===== config.mk =====
export PLATFORM = sky130hd
export DESIGN_NAME = accumulator_alu_bcd_top
export DESIGN_NICKNAME = d
export VERILOG_FILES = /design/src/design/aabcd_pkg.sv /design/src/design/aabcd_in_stage.sv /design/src/design/aabcd_alu.sv /design/src/design/aabcd_exec.sv /design/src/design/accumulator_alu_bcd_top.sv
export SDC_FILE = /design/constraint.sdc
export NUM_CORES = 1
export LEC_CHECK = 0
export BUFFER_PORTS_ARGS = -buffer_cell sky130_fd_sc_hd__buf_2
export CAP_MARGIN = 40
export CORE_MARGIN = 10
export CORE_UTILIZATION = 40
export DETAILED_ROUTE_END_ITERATION = 8
export PLACE_DENSITY = 0.56
export SLEW_MARGIN = 15
export SYNTH_ARGS = -nofsm -noshare
export SYNTH_HDL_FRONTEND = slang
export SYNTH_SLANG_ARGS = --single-unit

===== constraint.sdc =====
create_clock -name clk -period 11.25 [get_ports clk]
set_input_delay 0 -clock clk [delete_from_list [all_inputs] [get_ports clk]]
set_output_delay 0 -clock clk [all_outputs]
set_load 0.01 [all_outputs]

===== src/design/aabcd_pkg.sv =====
package aabcd_pkg;

  localparam logic [2:0] CMD_LOAD = 3'd0;
  localparam logic [2:0] CMD_OR   = 3'd1;
  localparam logic [2:0] CMD_AND  = 3'd2;
  localparam logic [2:0] CMD_XOR  = 3'd3;
  localparam logic [2:0] CMD_ADD  = 3'd4;

  localparam logic [4:0] DEC_DIGIT_MAX = 5'd9;
  localparam logic [5:0] DEC_ADJUST    = 6'd6;
  localparam int unsigned DIGITS       = 4;

  typedef struct packed {
    logic [2:0]  command;
    logic [15:0] operand;
    logic        narrow_mode;
    logic        decimal_mode;
    logic        carry_in;
    logic        overflow_in;
  } in_item_t;

  typedef struct packed {
    logic [15:0] accumulator_out;
    logic        negative;
    logic        zero;
    logic        overflow_out;
    logic        carry_out;
  } out_item_t;

endpackage


===== src/design/aabcd_in_stage.sv =====
module aabcd_in_stage (
  input  logic                clk,
  input  logic                rst_n,
  input  logic                in_valid,
  output logic                in_stall,
  input  aabcd_pkg::in_item_t in_data,
  input  logic                advance,
  output logic                s1_valid,
  output aabcd_pkg::in_item_t s1_item
);

  logic                s1_valid_r;
  aabcd_pkg::in_item_t s1_item_r;
  logic                load;

  // hold while the stored item cannot move on to the result register
  assign in_stall = s1_valid_r && !advance;
  assign load     = in_valid && !in_stall;
  assign s1_valid = s1_valid_r;
  assign s1_item  = s1_item_r;

  always_ff @(posedge clk) begin
    if (!rst_n) begin
      s1_valid_r <= 1'b0;
    end else if (load) begin
      s1_valid_r <= 1'b1;
    end else if (advance) begin
      s1_valid_r <= 1'b0;
    end
  end

  always_ff @(posedge clk) begin
    if (load) begin
      s1_item_r <= in_data;
    end
  end

endmodule


===== src/design/aabcd_alu.sv =====
module aabcd_alu (
  input  logic [15:0]          acc,
  input  aabcd_pkg::in_item_t  item,
  output logic [15:0]          acc_nxt,
  output aabcd_pkg::out_item_t res
);

  logic [15:0] a;
  logic [15:0] b;
  logic [15:0] r;
  logic        cout;
  logic        vout;
  logic [16:0] bin16;
  logic [8:0]  bin8;
  logic [15:0] dec_sum;
  logic [4:0]  dcarry;
  logic [1:0]  dv;

  assign a = item.narrow_mode ? {8'h00, acc[7:0]} : acc;
  assign b = item.narrow_mode ? {8'h00, item.operand[7:0]} : item.operand;

  assign bin16 = {1'b0, a} + {1'b0, b} + {16'h0000, item.carry_in};
  assign bin8  = {1'b0, a[7:0]} + {1'b0, b[7:0]} + {8'h00, item.carry_in};

  // digit-wise decimal add; overflow taken from the top digit before adjust
  always_comb begin
    logic [4:0] d;
    logic [5:0] da;
    dcarry[0] = item.carry_in;
    dv        = 2'b00;
    dec_sum   = 16'h0000;
    for (int i = 0; i < aabcd_pkg::DIGITS; i++) begin
      d  = {1'b0, a[4*i +: 4]} + {1'b0, b[4*i +: 4]} + {4'h0, dcarry[i]};
      if (i == 1) begin
        dv[0] = ~(a[4*i+3] ^ b[4*i+3]) & (a[4*i+3] ^ d[3]);
      end
      if (i == 3) begin
        dv[1] = ~(a[4*i+3] ^ b[4*i+3]) & (a[4*i+3] ^ d[3]);
      end
      da = (d > aabcd_pkg::DEC_DIGIT_MAX) ? ({1'b0, d} + aabcd_pkg::DEC_ADJUST) : {1'b0, d};
      dcarry[i+1]       = (da > 6'd15);
      dec_sum[4*i +: 4] = da[3:0];
    end
  end

  always_comb begin
    r    = a;
    cout = item.carry_in;
    vout = item.overflow_in;
    unique case (item.command)
      aabcd_pkg::CMD_LOAD: r = b;
      aabcd_pkg::CMD_OR:   r = a | b;
      aabcd_pkg::CMD_AND:  r = a & b;
      aabcd_pkg::CMD_XOR:  r = a ^ b;
      aabcd_pkg::CMD_ADD: begin
        priority if (item.decimal_mode && item.narrow_mode) begin
          r    = {8'h00, dec_sum[7:0]};
          cout = dcarry[2];
          vout = dv[0];
        end else if (item.decimal_mode) begin
          r    = dec_sum;
          cout = dcarry[4];
          vout = dv[1];
        end else if (item.narrow_mode) begin
          r    = {8'h00, bin8[7:0]};
          cout = bin8[8];
          vout = ~(a[7] ^ b[7]) & (a[7] ^ bin8[7]);
        end else begin
          r    = bin16[15:0];
          cout = bin16[16];
          vout = ~(a[15] ^ b[15]) & (a[15] ^ bin16[15]);
        end
      end
      default: r = a;
    endcase
  end

  assign acc_nxt = item.narrow_mode ? {acc[15:8], r[7:0]} : r;

  assign res.accumulator_out = acc_nxt;
  assign res.negative        = item.narrow_mode ? r[7] : r[15];
  assign res.zero            = item.narrow_mode ? (r[7:0] == 8'h00) : (r == 16'h0000);
  assign res.overflow_out    = vout;
  assign res.carry_out       = cout;

endmodule


===== src/design/aabcd_exec.sv =====
module aabcd_exec (
  input  logic                 clk,
  input  logic                 rst_n,
  input  logic                 s1_valid,
  input  aabcd_pkg::in_item_t  s1_item,
  output logic                 advance,
  output logic                 out_valid,
  input  logic                 out_stall,
  output aabcd_pkg::out_item_t out_data
);

  logic                 out_valid_r;
  aabcd_pkg::out_item_t out_data_r;
  logic [15:0]          acc_r;
  logic [15:0]          acc_nxt;
  aabcd_pkg::out_item_t res;

  aabcd_alu u_alu (
    .acc     (acc_r),
    .item    (s1_item),
    .acc_nxt (acc_nxt),
    .res     (res)
  );

  assign advance   = s1_valid && (!out_valid_r || !out_stall);
  assign out_valid = out_valid_r;
  assign out_data  = out_data_r;

  always_ff @(posedge clk) begin
    if (!rst_n) begin
      out_valid_r <= 1'b0;
      acc_r       <= 16'h0000;
    end else if (advance) begin
      out_valid_r <= 1'b1;
      acc_r       <= acc_nxt;
    end else if (!out_stall) begin
      out_valid_r <= 1'b0;
    end
  end

  always_ff @(posedge clk) begin
    if (advance) begin
      out_data_r <= res;
    end
  end

endmodule


===== src/design/accumulator_alu_bcd_top.sv =====
// Accumulator unit of a 16-bit 6502-style core, native mode.
// Input channel in_valid / in_stall / in_data carries one operation item:
// command, operand, width and decimal flags, incoming carry and overflow.
// Result channel out_valid / out_stall / out_data returns one item per input:
// the new 16-bit accumulator plus negative, zero, overflow and carry.
// An item is taken on a clock edge with valid high and stall low.
// Path: an accepted item enters the input register, then the result register,
// which is loaded through the combinational alu and decimal adjust.
// Throughput: one item per cycle while out_stall is low; the accumulator
// register feeds back into the alu within that same cycle.
// When out_stall is high and a result is waiting, the result holds and the
// input register keeps its item; in_stall then rises only while that input
// register is occupied. Reset (rst_n low, synchronous) clears the accumulator
// to zero and empties both stages.
module accumulator_alu_bcd_top (
  input  logic                 clk,
  input  logic                 rst_n,
  input  logic                 in_valid,
  output logic                 in_stall,
  input  aabcd_pkg::in_item_t  in_data,
  output logic                 out_valid,
  input  logic                 out_stall,
  output aabcd_pkg::out_item_t out_data
);

  logic                s1_valid;
  aabcd_pkg::in_item_t s1_item;
  logic                advance;

  aabcd_in_stage u_in_stage (
    .clk      (clk),
    .rst_n    (rst_n),
    .in_valid (in_valid),
    .in_stall (in_stall),
    .in_data  (in_data),
    .advance  (advance),
    .s1_valid (s1_valid),
    .s1_item  (s1_item)
  );

  aabcd_exec u_exec (
    .clk       (clk),
    .rst_n     (rst_n),
    .s1_valid  (s1_valid),
    .s1_item   (s1_item),
    .advance   (advance),
    .out_valid (out_valid),
    .out_stall (out_stall),
    .out_data  (out_data)
  );

`ifndef SYNTHESIS
  a_stall_needs_item: assert property (@(posedge clk) disable iff (!rst_n)
    in_stall |-> s1_valid)
    else $error("input stalled with empty input register");

  a_empty_out_fills: assert property (@(posedge clk) disable iff (!rst_n)
    (s1_valid && !out_valid) |=> out_valid)
    else $error("pending item did not reach the result register");

  a_drain_no_source: assert property (@(posedge clk) disable iff (!rst_n)
    (out_valid && !out_stall && !s1_valid) |=> !out_valid)
    else $error("result repeated after it was taken");

  a_advance_moves: assert property (@(posedge clk) disable iff (!rst_n)
    (advance && !(in_valid && !in_stall)) |=> !s1_valid)
    else $error("input register not emptied after advance");
`endif

endmodule


==> summary.md, run 1 <==
| Metric | Value |
|---|---|
| CTS tree | `yes` |
| First-pass GRT wire length | `roughly 26 mm` |
| Total gr overflow | `0` |
| Post-synthesis mux area share | `7.364%` |
| Most frequent CP cell | `fa_1` |
| Worst slew margin | `42.00%` |
| Post-Synth XOR/XNOR Area | `1.915%` |
| Worst Path Arrival | `8220 ps` |
| Power Dens Cells | `119.6 nW/µm²` |
| Delay-heaviest family, CP | `adder cells` |
| Multi-input gate area in the final layout | `3413 µm²` |
| Mapped cell area | `approximately 5500 µm²` |
| Post-Synthesis Cells | `613` |
| Cell taking the most area after synthesis | `edfxtp_1` |
| Largest net degree at the start of global routing | `34` |
| Die W | `~140 µm` |
| Dpl ws | `3215 ps` |
| Routed wire length | `16.35 mm` |
| Period utilization | `a little over 70%` |
| Worst R2R Start | `u_in_stage.s1_item[4]$_DFFE_PP_` |
| Initial drt markers | `445` |
| Async SR Flop Fraction | `0%` |
| Syn_area_per_cell | `slightly below 9 µm²` |
| Netlist cell types | `95` |
| Dpl hpwl | `around 12 mm` |
| # IOs | `49` |
| Synthesis Warnings | `0` |
| Std-Cell Rows | `42` |
| Final-report hold violation count | `0` |
| RR Endpoint | `u_exec.out_data[2]$_DFFE_PP_` |
| Clock skew | `8.533 ps` |
| Worst-Margin Slew | `870.0 ps` |
| GRT Resource Usage Total | `18.01%` |
| WS Path Type | `reg -> reg` |
| Full die area | `18,800 µm²` |
| Largest family of logic cells by synthesized area | `compound AO/OA/AOI/OAI gates` |
| Outcome | `finished clean` |
| Crit Path Max Fanout | `8` |
| Dpl cells | `814` |
| Starting Density | `41.11%` |
| Critical path destination | `u_exec.out_data[2]$_DFFE_PP_` |
| Nets | `about 750` |
| Maximum vdd drop | `0.00009743 V` |
| DR DRC count | `0` |
| Gpl congestion | `0.9546` |
| Layout cells sized above 1 | `17.23%` |
| Port Buffers | `48` |
| Main flop type after synthesis | `edfxtp_1` |
| Setup Buffers After CTS | `0` |
| Drt via density | `5.778` |
| Simple-gate share of the synthesized area | `19.49%` |
| Fmax | `~0.12 GHz` |
| Clk Latency, worst-skew pair | `350 ps` |
| Max cap viols | `0` |
| Met3 usage | `4.142%` |
| Commonest non-fill, non-tap cell in the layout | `inv_1` |
| Critical Path Sink Type | `flop` |
| Setup ws final | `3125 ps` |
| GR peak layer | `met2` |
| Flop-to-flop setup slack | `3130 ps` |
| Synth Area in Compound Gates | `22.25%` |
| Yosys reg bits | `61` |
| Fin cells | `~860` |
| Fill cells | `1,295` |
| CTS clock-pin slew for the worst setup and hold paths | `60 ps` |
| Area contributors post-synth | `edfxtp_1, ha_1, dfxtp_1` |
| Routed WL per cell | `19.12 µm` |
| Worst path max stage delay | `approximately 570 ps` |
| Vias | `4,940` |
| Met1 GRT Util | `around a quarter` |
| Buf/Inv on CP | `4` |
| Unrepaired setup endpoints after global routing | `no` |
| Clock root cell | `clkbuf_16` |
| Seq/Total Area, Yosys | `30.10%` |
| Hold Worst Slack | `125.0 ps` |
| Leak Pwr | `2.776 nW` |
| WP depth | `32` |
| Critical path startpoint category | `flop` |
| Maximum clock insertion buffer count | `2` |
| R2R depth | `32` |
| Initial antenna violation count | `0` |
| Clock Sinks | `between 60 and 70` |
| Pre-antenna DRT Iters | `5` |
| Area growth, synth to finish | `16.96%` |
| Post-DRT Antenna Nets | `0` |
| Worst Path Required | `11,350 ps` |
| Final Setup Violations | `0` |
| Met2 usage | `around 28%` |
| Flip-flop and latch area | `1652 µm²` |
| Core area | `13,350 µm²` |
| Post-Synth Adder-Cell Area | `11.13%` |
| Util after Layout | `around half` |
| TNS Setup | `0 ps` |
| Post-synth EDFFs | `43` |
| CP max stage cell | `fa_1` |
| Syn Nets | `684` |
| Hold Crit Class | `in -> reg` |
| Diode count | `0` |
| Inserted Clock Buffers | `9` |
| Die height | `~140 µm` |
| Htree depth | `3` |
| Max-slew violations | `0` |
| Top cell type's share of synthesized area | `around a quarter` |
| Vias in the first global route | `between 4k and 5k` |
| Setup crit start | `u_in_stage.s1_item[4]$_DFFE_PP_` |
| Final min period | `8125 ps` |
| Most frequent cells in the layout | `inv_1, nor2_1, buf_2` |
-- what timing repair did --
action,CTS,global route
hold buffers,25,0
hold endpoints to repair,25,0
gates resized for setup,0,0
-- through the flow --
stage | power [mW] | instance area (µm²)
5_1_grt | 0.8084 | 6419
3_3_place_gp | 0.4750 | 5844
6_report | 0.7675 | 6419
2_1_floorplan | 0.4232 | 5488
3_5_place_dp | 0.4784 | 5868
4_1_cts | 0.7725 | 6419
-- worst min-delay path by stage --
stage,start,slack (ps),endpoint,depth (start not counted)
finish,rst_n,130,u_exec.acc_r[1]$_SDFFE_PN0P_,2
floorplan,in_data[0],100,u_in_stage.s1_item[0]$_DFFE_PP_,0
global placement,in_data[7],180,u_in_stage.s1_item[7]$_DFFE_PP_,1
detailed placement,in_data[17],180,u_in_stage.s1_item[17]$_DFFE_PP_,1
global route,rst_n,150,u_exec.acc_r[1]$_SDFFE_PN0P_,2
CTS,rst_n,120,u_in_stage.s1_valid$_SDFFE_PN0P_,2
-- worst register-to-register path, delay by kind of cell (launching register included) --
kind	cells	cell delay (ps)
flops	1	450
fa+ha+maj	9	3320
buf+inv	4	300
compound gates	6	1260
simple gates	11	1920
xor+xnor	2	630
-- cell usage after synthesis (all sizes together), types with 10 or more instances --
| cell | number |
|---|---|
| buf | 15 |
| nand2b | 10 |
| nand3 | 10 |
| nor3 | 18 |
| nand2 | 49 |
| nor2 | 50 |
| clkbuf | 19 |
| dfxtp | 18 |
| inv | 69 |
| ha | 36 |
| nor3b | 10 |
| o21ai | 23 |
| a211oi | 14 |
| edfxtp | 43 |
| mux2i | 13 |
| a21o | 10 |
| a21oi | 27 |
| xnor2 | 10 |
| and3 | 11 |
-- where the power goes --
| group | internal, mW | switching, mW | total [mW] |
|---|---|---|---|
| Clock | 0.173 | 0.111 | 0.284 |
| Sequential | 0.256 | 0.00939 | 0.265 |
| Combinational | 0.0893 | 0.128 | 0.218 |
-- state kept, by name (all words and copies together), names as in the netlist --
| register | count |
|---|---|
| u_in_stage.s1_item | 23 |
| u_in_stage.s1_valid | 1 |
| u_exec.out_data | 20 |
| u_exec.out_valid | 1 |
| u_exec.acc_r | 16 |
-- layer usage --
metal,up-vias,wire (µm)
li1,2374,-
met1,2391,7615
met2,156,7276
met3,19,1191
met4,0,263
met5,-,0
-- cell families (layout without fill, tap and decap cells) --
kind of cell	count (synthesis)	count (layout)
buffers and inverters	103	169
AOI/OAI and AO/OA	166	166
adders and majority gates	44	44
muxes	28	28
DFF	61	61
xor gates and xnor gates	12	12
and+or+nand+nor	199	199
-- cell type report --
cell class	count	share of cell area (%)
clock buffers	10	3.567
clock inverters	6	1.111
inverters	69	4.035
multi-input cells	449	53.18
flip-flops and latches	61	25.73
well taps	176	3.431
repair buffers	84	8.947
No activity file was read; power rests on OpenSTA's default activity.
==> run 2, diff against run 1 <==
Settings changed: PLACE_DENSITY 0.56 to 0.59.
Clock period 11.25 ns to 7.1 ns, I/O delays scaled along.
==> summary.md, run 2 (synthesis results as in run 1) <==
| Metric | Value |
|---|---|
| R2R depth | `29 (-9.4%)` |
| Die height | `137.1 µm (unchanged)` |
| CTS clock-pin slew for the worst setup and hold paths | `50 ps (about the same)` |
| Hold Worst Slack | `124.7 ps (-0.3240 ps)` |
| Final min period | `6897 ps (-1228 ps)` |
| Final-report hold violation count | `0 (unchanged)` |
| Crit Path Max Fanout | `4 (-4)` |
| WS Path Type | `reg -> reg` |
| Outcome | `finished clean` |
| DP Area | `6100 µm² (+3.9%)` |
| Max-slew violations | `0 (unchanged)` |
| GRT Resource Usage Total | `17.88% (-0.13 points)` |
| Power Dens Cells | `188.7 nW/µm² (+58%)` |
| Final Setup Violations | `0 (unchanged)` |
| Worst Hold End | `u_in_stage.s1_valid$_SDFFE_PN0P_` |
| Internal power | `898.9 µW (+73%)` |
| Htree depth | `3 (unchanged)` |
| First-pass GRT wire length | `26.35 mm (-0.47%)` |
| Gpl congestion | `0.9421 (-1.3%)` |
| Full die area | `18,800 µm² (unchanged)` |
| Diode count | `0 (unchanged)` |
| Flop-to-flop setup slack | `200 ps (-2920 ps)` |
| Min-delay src | `rst_n` |
| Starting Density | `41.11% (unchanged)` |
| Critical Path Sink Type | `flop` |
| Worst Path Required | `7200 ps (-4150 ps)` |
| Period utilization | `97.13% (+25 points)` |
| Delay-heaviest family, CP | `adder cells` |
| WP depth | `29 (-9.4%)` |
| Power share of the clock group | `35.7% (-1.3 points)` |
| Initial drt markers | `434 (-2.5%)` |
| Fin cells | `895 (+4.7%)` |
| Largest net degree at the start of global routing | `34 (unchanged)` |
| Combinational power share | `32.0% (+3.6 points)` |
| Worst-Margin Slew | `705.8 ps (-164.2 ps)` |
| Port Buffers | `48 (unchanged)` |
| CP max stage cell | `fa_2` |
| Fmax | `0.1450 GHz (+18%)` |
| RR Endpoint | `u_exec.out_data[18]$_DFFE_PP_` |
| Flop pwr share | `32.3% (-2.3 points)` |
| Largest register FFs | `23 (unchanged)` |
| Final Cell Area | `6857 µm² (+6.8%)` |
| Total net switching power | `394.9 µW (+58%)` |
| Post-DRT Antenna Nets | `0 (unchanged)` |
| Hold Crit Class | `in -> reg` |
| Buf/Inv on CP | `5 (+1)` |
| Worst R2R Start | `u_in_stage.s1_item[1]$_DFFE_PP_` |
| Critical path startpoint category | `flop` |
| Worst path max stage delay | `540 ps (-30 ps)` |
| Worst Path Arrival | `6990 ps (-1230 ps)` |
| Worst slew margin | `52.89% (+11 points)` |
| Core area | `13,350 µm² (unchanged)` |
| Clock skew | `9.775 ps (+1.242 ps)` |
| Vias | `5,043 (+2.1%)` |
| Clk Latency, worst-skew pair | `350 ps (about the same)` |
| Dpl cells | `842 (+3.4%)` |
| Std-Cell Rows | `42 (unchanged)` |
| Area growth, synth to finish | `24.94%` |
| Most frequent cells in the layout | `inv_1, buf_2, nor2_1, buf_4, nand2_1` |
| Leak Pwr | `2.994 nW (+7.9%)` |
| Vias in the first global route | `5,092 (+5.5%)` |
| Max cap viols | `0 (unchanged)` |
| Pre-antenna DRT Iters | `5 (unchanged)` |
| # IOs | `49 (unchanged)` |
| Tot Pwr | `1.294 mW (+69%)` |
| Layout cells sized above 1 | `25.59% (+8.4 points)` |
| Routed WL per cell | `18.36 µm (-4.0%)` |
| Nets | `785 (+5.4%)` |
| Die W | `137.1 µm (unchanged)` |
| Maximum vdd drop | `0.0001485 V (+52%)` |
| Routed wire length | `16.43 mm (+0.50%)` |
| Initial antenna violation count | `0 (unchanged)` |
| Net Sw Frac | `30.52% (-1.9 points)` |
| Clock root cell | `clkbuf_16` |
| Commonest non-fill, non-tap cell in the layout | `inv_1` |
| Inserted Clock Buffers | `9 (unchanged)` |
| CTS tree | `yes` |
| Worst hold stages | `2 (unchanged)` |
| DR DRC count | `0 (unchanged)` |
| Drt via density | `5.635 (-2.5%)` |
| Total gr overflow | `0 (unchanged)` |
| Dpl hpwl | `11.91 mm (+1.5%)` |
| Most frequent CP cell | `fa_2` |
| Clock Sinks | `61 (unchanged)` |
| Maximum clock insertion buffer count | `2 (unchanged)` |
-- run 2: cell count changes in the layout (fill, tap and decap cells not counted), sizes merged --
cell	before	now
buf	59	98
clkbuf	10	12
bufinv	1	2
clkinvlp	2	1
inv	70	69
-- run 2: repair_timing --
action	4_1_cts	5_1_grt
buffers inserted	2	8
pin swaps	2	20
hold buffers	25	0
resized for setup	3	29
endpoints found under the hold margin	25	0
cloned	0	0
setup endpoints to repair	5	9
-- run 2: cell type report --
cell class / count / area (µm²)
clock buffers: 11 / 232.7
clock inverters: 5 / 75.07
fillers: 1273 / 6491
inverters: 69 / 259.0
multi-input cells: 449 / 3542
flip-flops and latches: 61 / 1652
well taps: 176 / 220.2
repair buffers: 124 / 875.8
-- run 2: power groups by stage --
stage | Sequential [mW] | Clock [mW] | Combinational (mW)
2_1_floorplan | 0.427 | 0 | 0.246
5_1_grt | 0.420 | 0.487 | 0.452
3_3_place_gp | 0.426 | 0 | 0.363
4_1_cts | 0.420 | 0.474 | 0.382
3_5_place_dp | 0.427 | 0 | 0.368
6_report | 0.418 | 0.462 | 0.414
-- run 2: how the worst max path moves through the flow --
stage	from	to	slack, ps
2_1_floorplan	u_in_stage.s1_item[4]$_DFFE_PP_	u_exec.out_data[2]$_DFFE_PP_	20
4_1_cts	u_in_stage.s1_item[4]$_DFFE_PP_	u_exec.out_data[2]$_DFFE_PP_	40
6_report	u_in_stage.s1_item[1]$_DFFE_PP_	u_exec.out_data[18]$_DFFE_PP_	200
5_1_grt	u_in_stage.s1_item[1]$_DFFE_PP_	u_exec.out_data[2]$_DFFE_PP_	-2
3_5_place_dp	u_in_stage.s1_item[1]$_DFFE_PP_	u_exec.out_data[2]$_DFFE_PP_	-100
3_3_place_gp	u_in_stage.s1_item[4]$_DFFE_PP_	u_exec.out_data[2]$_DFFE_PP_	40
-- run 2: metrics by stage --
| stage | utilization, % | setup WS [ps] | setup TNS (ps) |
|---|---|---|---|
| after floorplan | - | 20.10 | 0 |
| after detailed placement | 45.70 | -96.16 | -213.7 |
| after CTS | 50.05 | 41.58 | 0 |
| after global routing | 51.37 | -2.030 | -2.030 |
| after global placement | 45.66 | 42.58 | 0 |
| final | 51.37 | 203.4 | 0 |
-- run 2: per-layer routing --
metal  share of wire (%)  GRT usage [%]  vias up
met5                   0              0        -
met4                 2.2          7.728        0
met3                 6.4          3.922       23
met2                  46          28.29      153
met1                  45          22.95     2421
li1                    -              -     2446
==> run 3, diff against run 2 <==
Settings changed: CORE_MARGIN 10 to default, HOLD_SLACK_MARGIN from default to 0.1, PLACE_DENSITY 0.59 to 0.56.
Clock period 7.1 ns to 8.4 ns, I/O delays scaled along.
==> summary.md, run 3 (synthesis results as in run 1) <==
| Metric | Value |
|---|---|
| R2R depth | `32 (+10%)` |
| Worst Hold End | `u_exec.acc_r[7]$_SDFFE_PN0P_` |
| Worst slew margin | `44.35% (-8.5 points)` |
| Flop-to-flop setup slack | `430 ps (+230 ps)` |
| Largest register FFs | `23 (unchanged)` |
| GRT Resource Usage Total | `23.25% (+5.4 points)` |
| Htree depth | `3 (unchanged)` |
| CTS tree | `yes` |
| WL met2 | `7.209 mm (-5.1%)` |
| Critical path startpoint category | `flop` |
| Largest net degree at the start of global routing | `34 (unchanged)` |
| TNS Setup | `0 ps (unchanged)` |
| Leak Pwr | `2.783 nW (-7.1%)` |
| Outcome | `finished clean` |
| Critical Path Sink Type | `flop` |
| Maximum vdd drop | `0.00009911 V (-33%)` |
| Initial drt markers | `396 (-8.8%)` |
| Maximum clock insertion buffer count | `2 (unchanged)` |
| Setup crit start | `u_in_stage.s1_item[4]$_DFFE_PP_` |
| Core area | `13,300 µm² (-0.39%)` |
| Layout cells sized above 1 | `16.81% (-8.8 points)` |
| Worst-Margin Slew | `830.3 ps (+124.5 ps)` |
| CP max stage cell | `fa_1` |
| Flop pwr share | `34.2% (+1.9 points)` |
| Final-report hold violation count | `0 (unchanged)` |
| Worst Path Arrival | `8050 ps (+1060 ps)` |
| Routed WL per cell | `18.59 µm (+1.3%)` |
| Inserted Clock Buffers | `9 (unchanged)` |
| Port Buffers | `48 (unchanged)` |
| Clock skew | `8.866 ps (-0.9086 ps)` |
| Gpl congestion | `0.9996 (+6.1%)` |
| Post-DRT Antenna Nets | `0 (unchanged)` |
| Die W | `119.1 µm (-13%)` |
| Vias | `4,909 (-2.7%)` |
| Fmax | `0.1255 GHz (-13%)` |
| Commonest non-fill, non-tap cell in the layout | `inv_1` |
| DRT met1 WL | `7.440 mm (+0.46%)` |
| Full die area | `14,190 µm² (-25%)` |
| Internal power | `717.7 µW (-20%)` |
| Worst Path Required | `8490 ps (+1290 ps)` |
| Worst hold stages | `2 (unchanged)` |
| Period utilization | `94.86% (-2.3 points)` |
| Vias in the first global route | `4,671 (-8.3%)` |
| Worst path max stage delay | `560 ps (+20 ps)` |
| Max-slew violations | `0 (unchanged)` |
| CTS clock-pin slew for the worst setup and hold paths | `50 ps (about the same)` |
| Crit Path Max Fanout | `8 (+4)` |
| Area growth, synth to finish | `17.15%` |
| Unrepaired setup endpoints after global routing | `no` |
| Total net switching power | `319.9 µW (-19%)` |
| Min-delay src | `rst_n` |
| Die height | `119.1 µm (-13%)` |
| Std-Cell Rows | `42 (unchanged)` |
| Pre-antenna DRT Iters | `5 (unchanged)` |
| Met3 WL | `865 µm (-18%)` |
| Setup Buffers After CTS | `0 (-2)` |
| Starting Density | `41.28% (+0.16 points)` |
| Most frequent cells in the layout | `inv_1, buf_2, nor2_1` |
| RR Endpoint | `u_exec.out_data[2]$_DFFE_PP_` |
| WS Path Type | `reg -> reg` |
| Net Sw Frac | `30.83% (+0.31 points)` |
| Diode count | `0 (unchanged)` |
| Clk Latency, worst-skew pair | `340 ps (about the same)` |
| Routed wire length | `15.88 mm (-3.3%)` |
| Clock root cell | `clkbuf_16` |
| Final min period | `7969 ps (+1072 ps)` |
| Power Dens Cells | `161.4 nW/µm² (-14%)` |
| Drt via density | `5.748 (+2.0%)` |
| Total gr overflow | `0 (unchanged)` |
| Nets | `744 (-5.2%)` |
| Max cap viols | `0 (unchanged)` |
| Initial antenna violation count | `0 (unchanged)` |
| Dpl hpwl | `11.26 mm (-5.4%)` |
| Most frequent CP cell | `fa_1` |
| Clock Sinks | `61 (unchanged)` |
| Top routing layer used | `met4` |
| First-pass GRT wire length | `25.18 mm (-4.5%)` |
| # IOs | `49 (unchanged)` |
| Worst R2R Start | `u_in_stage.s1_item[4]$_DFFE_PP_` |
| DR DRC count | `0 (unchanged)` |
| Final Setup Violations | `0 (unchanged)` |
| Power share of the clock group | `37.5% (+1.8 points)` |
| Hold Worst Slack | `129.4 ps (+4.696 ps)` |
| Hold Crit Class | `in -> reg` |
| Combinational power share | `28.3% (-3.7 points)` |
[run 3: area by class of cell]
| class | count | area [µm²] |
|---|---|---|
| Sequential cell | 61 | 1652 |
| Inverter | 69 | 259.0 |
| Multi-Input combinational cell | 449 | 3428 |
| Clock inverter | 7 | 80.08 |
| Timing Repair Buffer | 83 | 564.3 |
| Clock buffer | 9 | 225.2 |
| Fill cell | 1288 | 6867 |
| Tap cell | 176 | 220.2 |
[run 3: worst max path at each step]
stage	end	slack, ps	cells after the start
after global routing	u_exec.out_data[2]$_DFFE_PP_	10	33
after detailed placement	u_exec.out_data[2]$_DFFE_PP_	430	32
after floorplan	u_exec.out_data[2]$_DFFE_PP_	1130	32
after CTS	u_exec.out_data[2]$_DFFE_PP_	390	32
final	u_exec.out_data[2]$_DFFE_PP_	430	32
after global placement	u_exec.out_data[2]$_DFFE_PP_	600	32
[run 3: power groups by stage]
| stage | clock network [mW] | registers [mW] | logic [mW] |
|---|---|---|---|
| after detailed placement | 0 | 0.360 | 0.279 |
| final | 0.389 | 0.355 | 0.294 |
| after CTS | 0.397 | 0.355 | 0.289 |
| after floorplan | 0 | 0.361 | 0.206 |
| after global routing | 0.408 | 0.356 | 0.323 |
| after global placement | 0 | 0.361 | 0.273 |
[run 3: what timing repair did]
| item | in CTS | in global routing |
|---|---|---|
| gates resized for setup | 0 | 2 |
| endpoints found under the setup margin | 0 | 3 |
| endpoints found under the hold margin | 25 | 0 |
| hold buffers | 25 | 0 |
[run 3: through the flow]
step,setup WS [ps],total power [mW],cell area (µm²),std cells,utilization (%)
3_5_place_dp,427.9,0.6392,5858,813,44.06
2_1_floorplan,1133,0.5668,5488,613,-
3_3_place_gp,603.9,0.6341,5829,809,43.85
4_1_cts,394.8,1.041,6414,854,48.24
6_report,431.4,1.038,6429,854,48.35
5_1_grt,14.41,1.087,6429,854,48.35
[run 3: worst max-delay path, delay by kind of cell, from the launching register on]
kind | cells | cell delay, ps
fa+ha+maj | 9 | 3350
simple gates | 11 | 1870
xor+xnor | 2 | 560
buf+inv | 4 | 270
flops | 1 | 440
compound gates | 6 | 1220
[run 3: layer usage]
layer	GRT usage, %	vias to the layer above
met5	0	-
met2	36.19	163
met1	31.91	2361
li1	-	2359
met4	9.335	0
met3	3.975	26
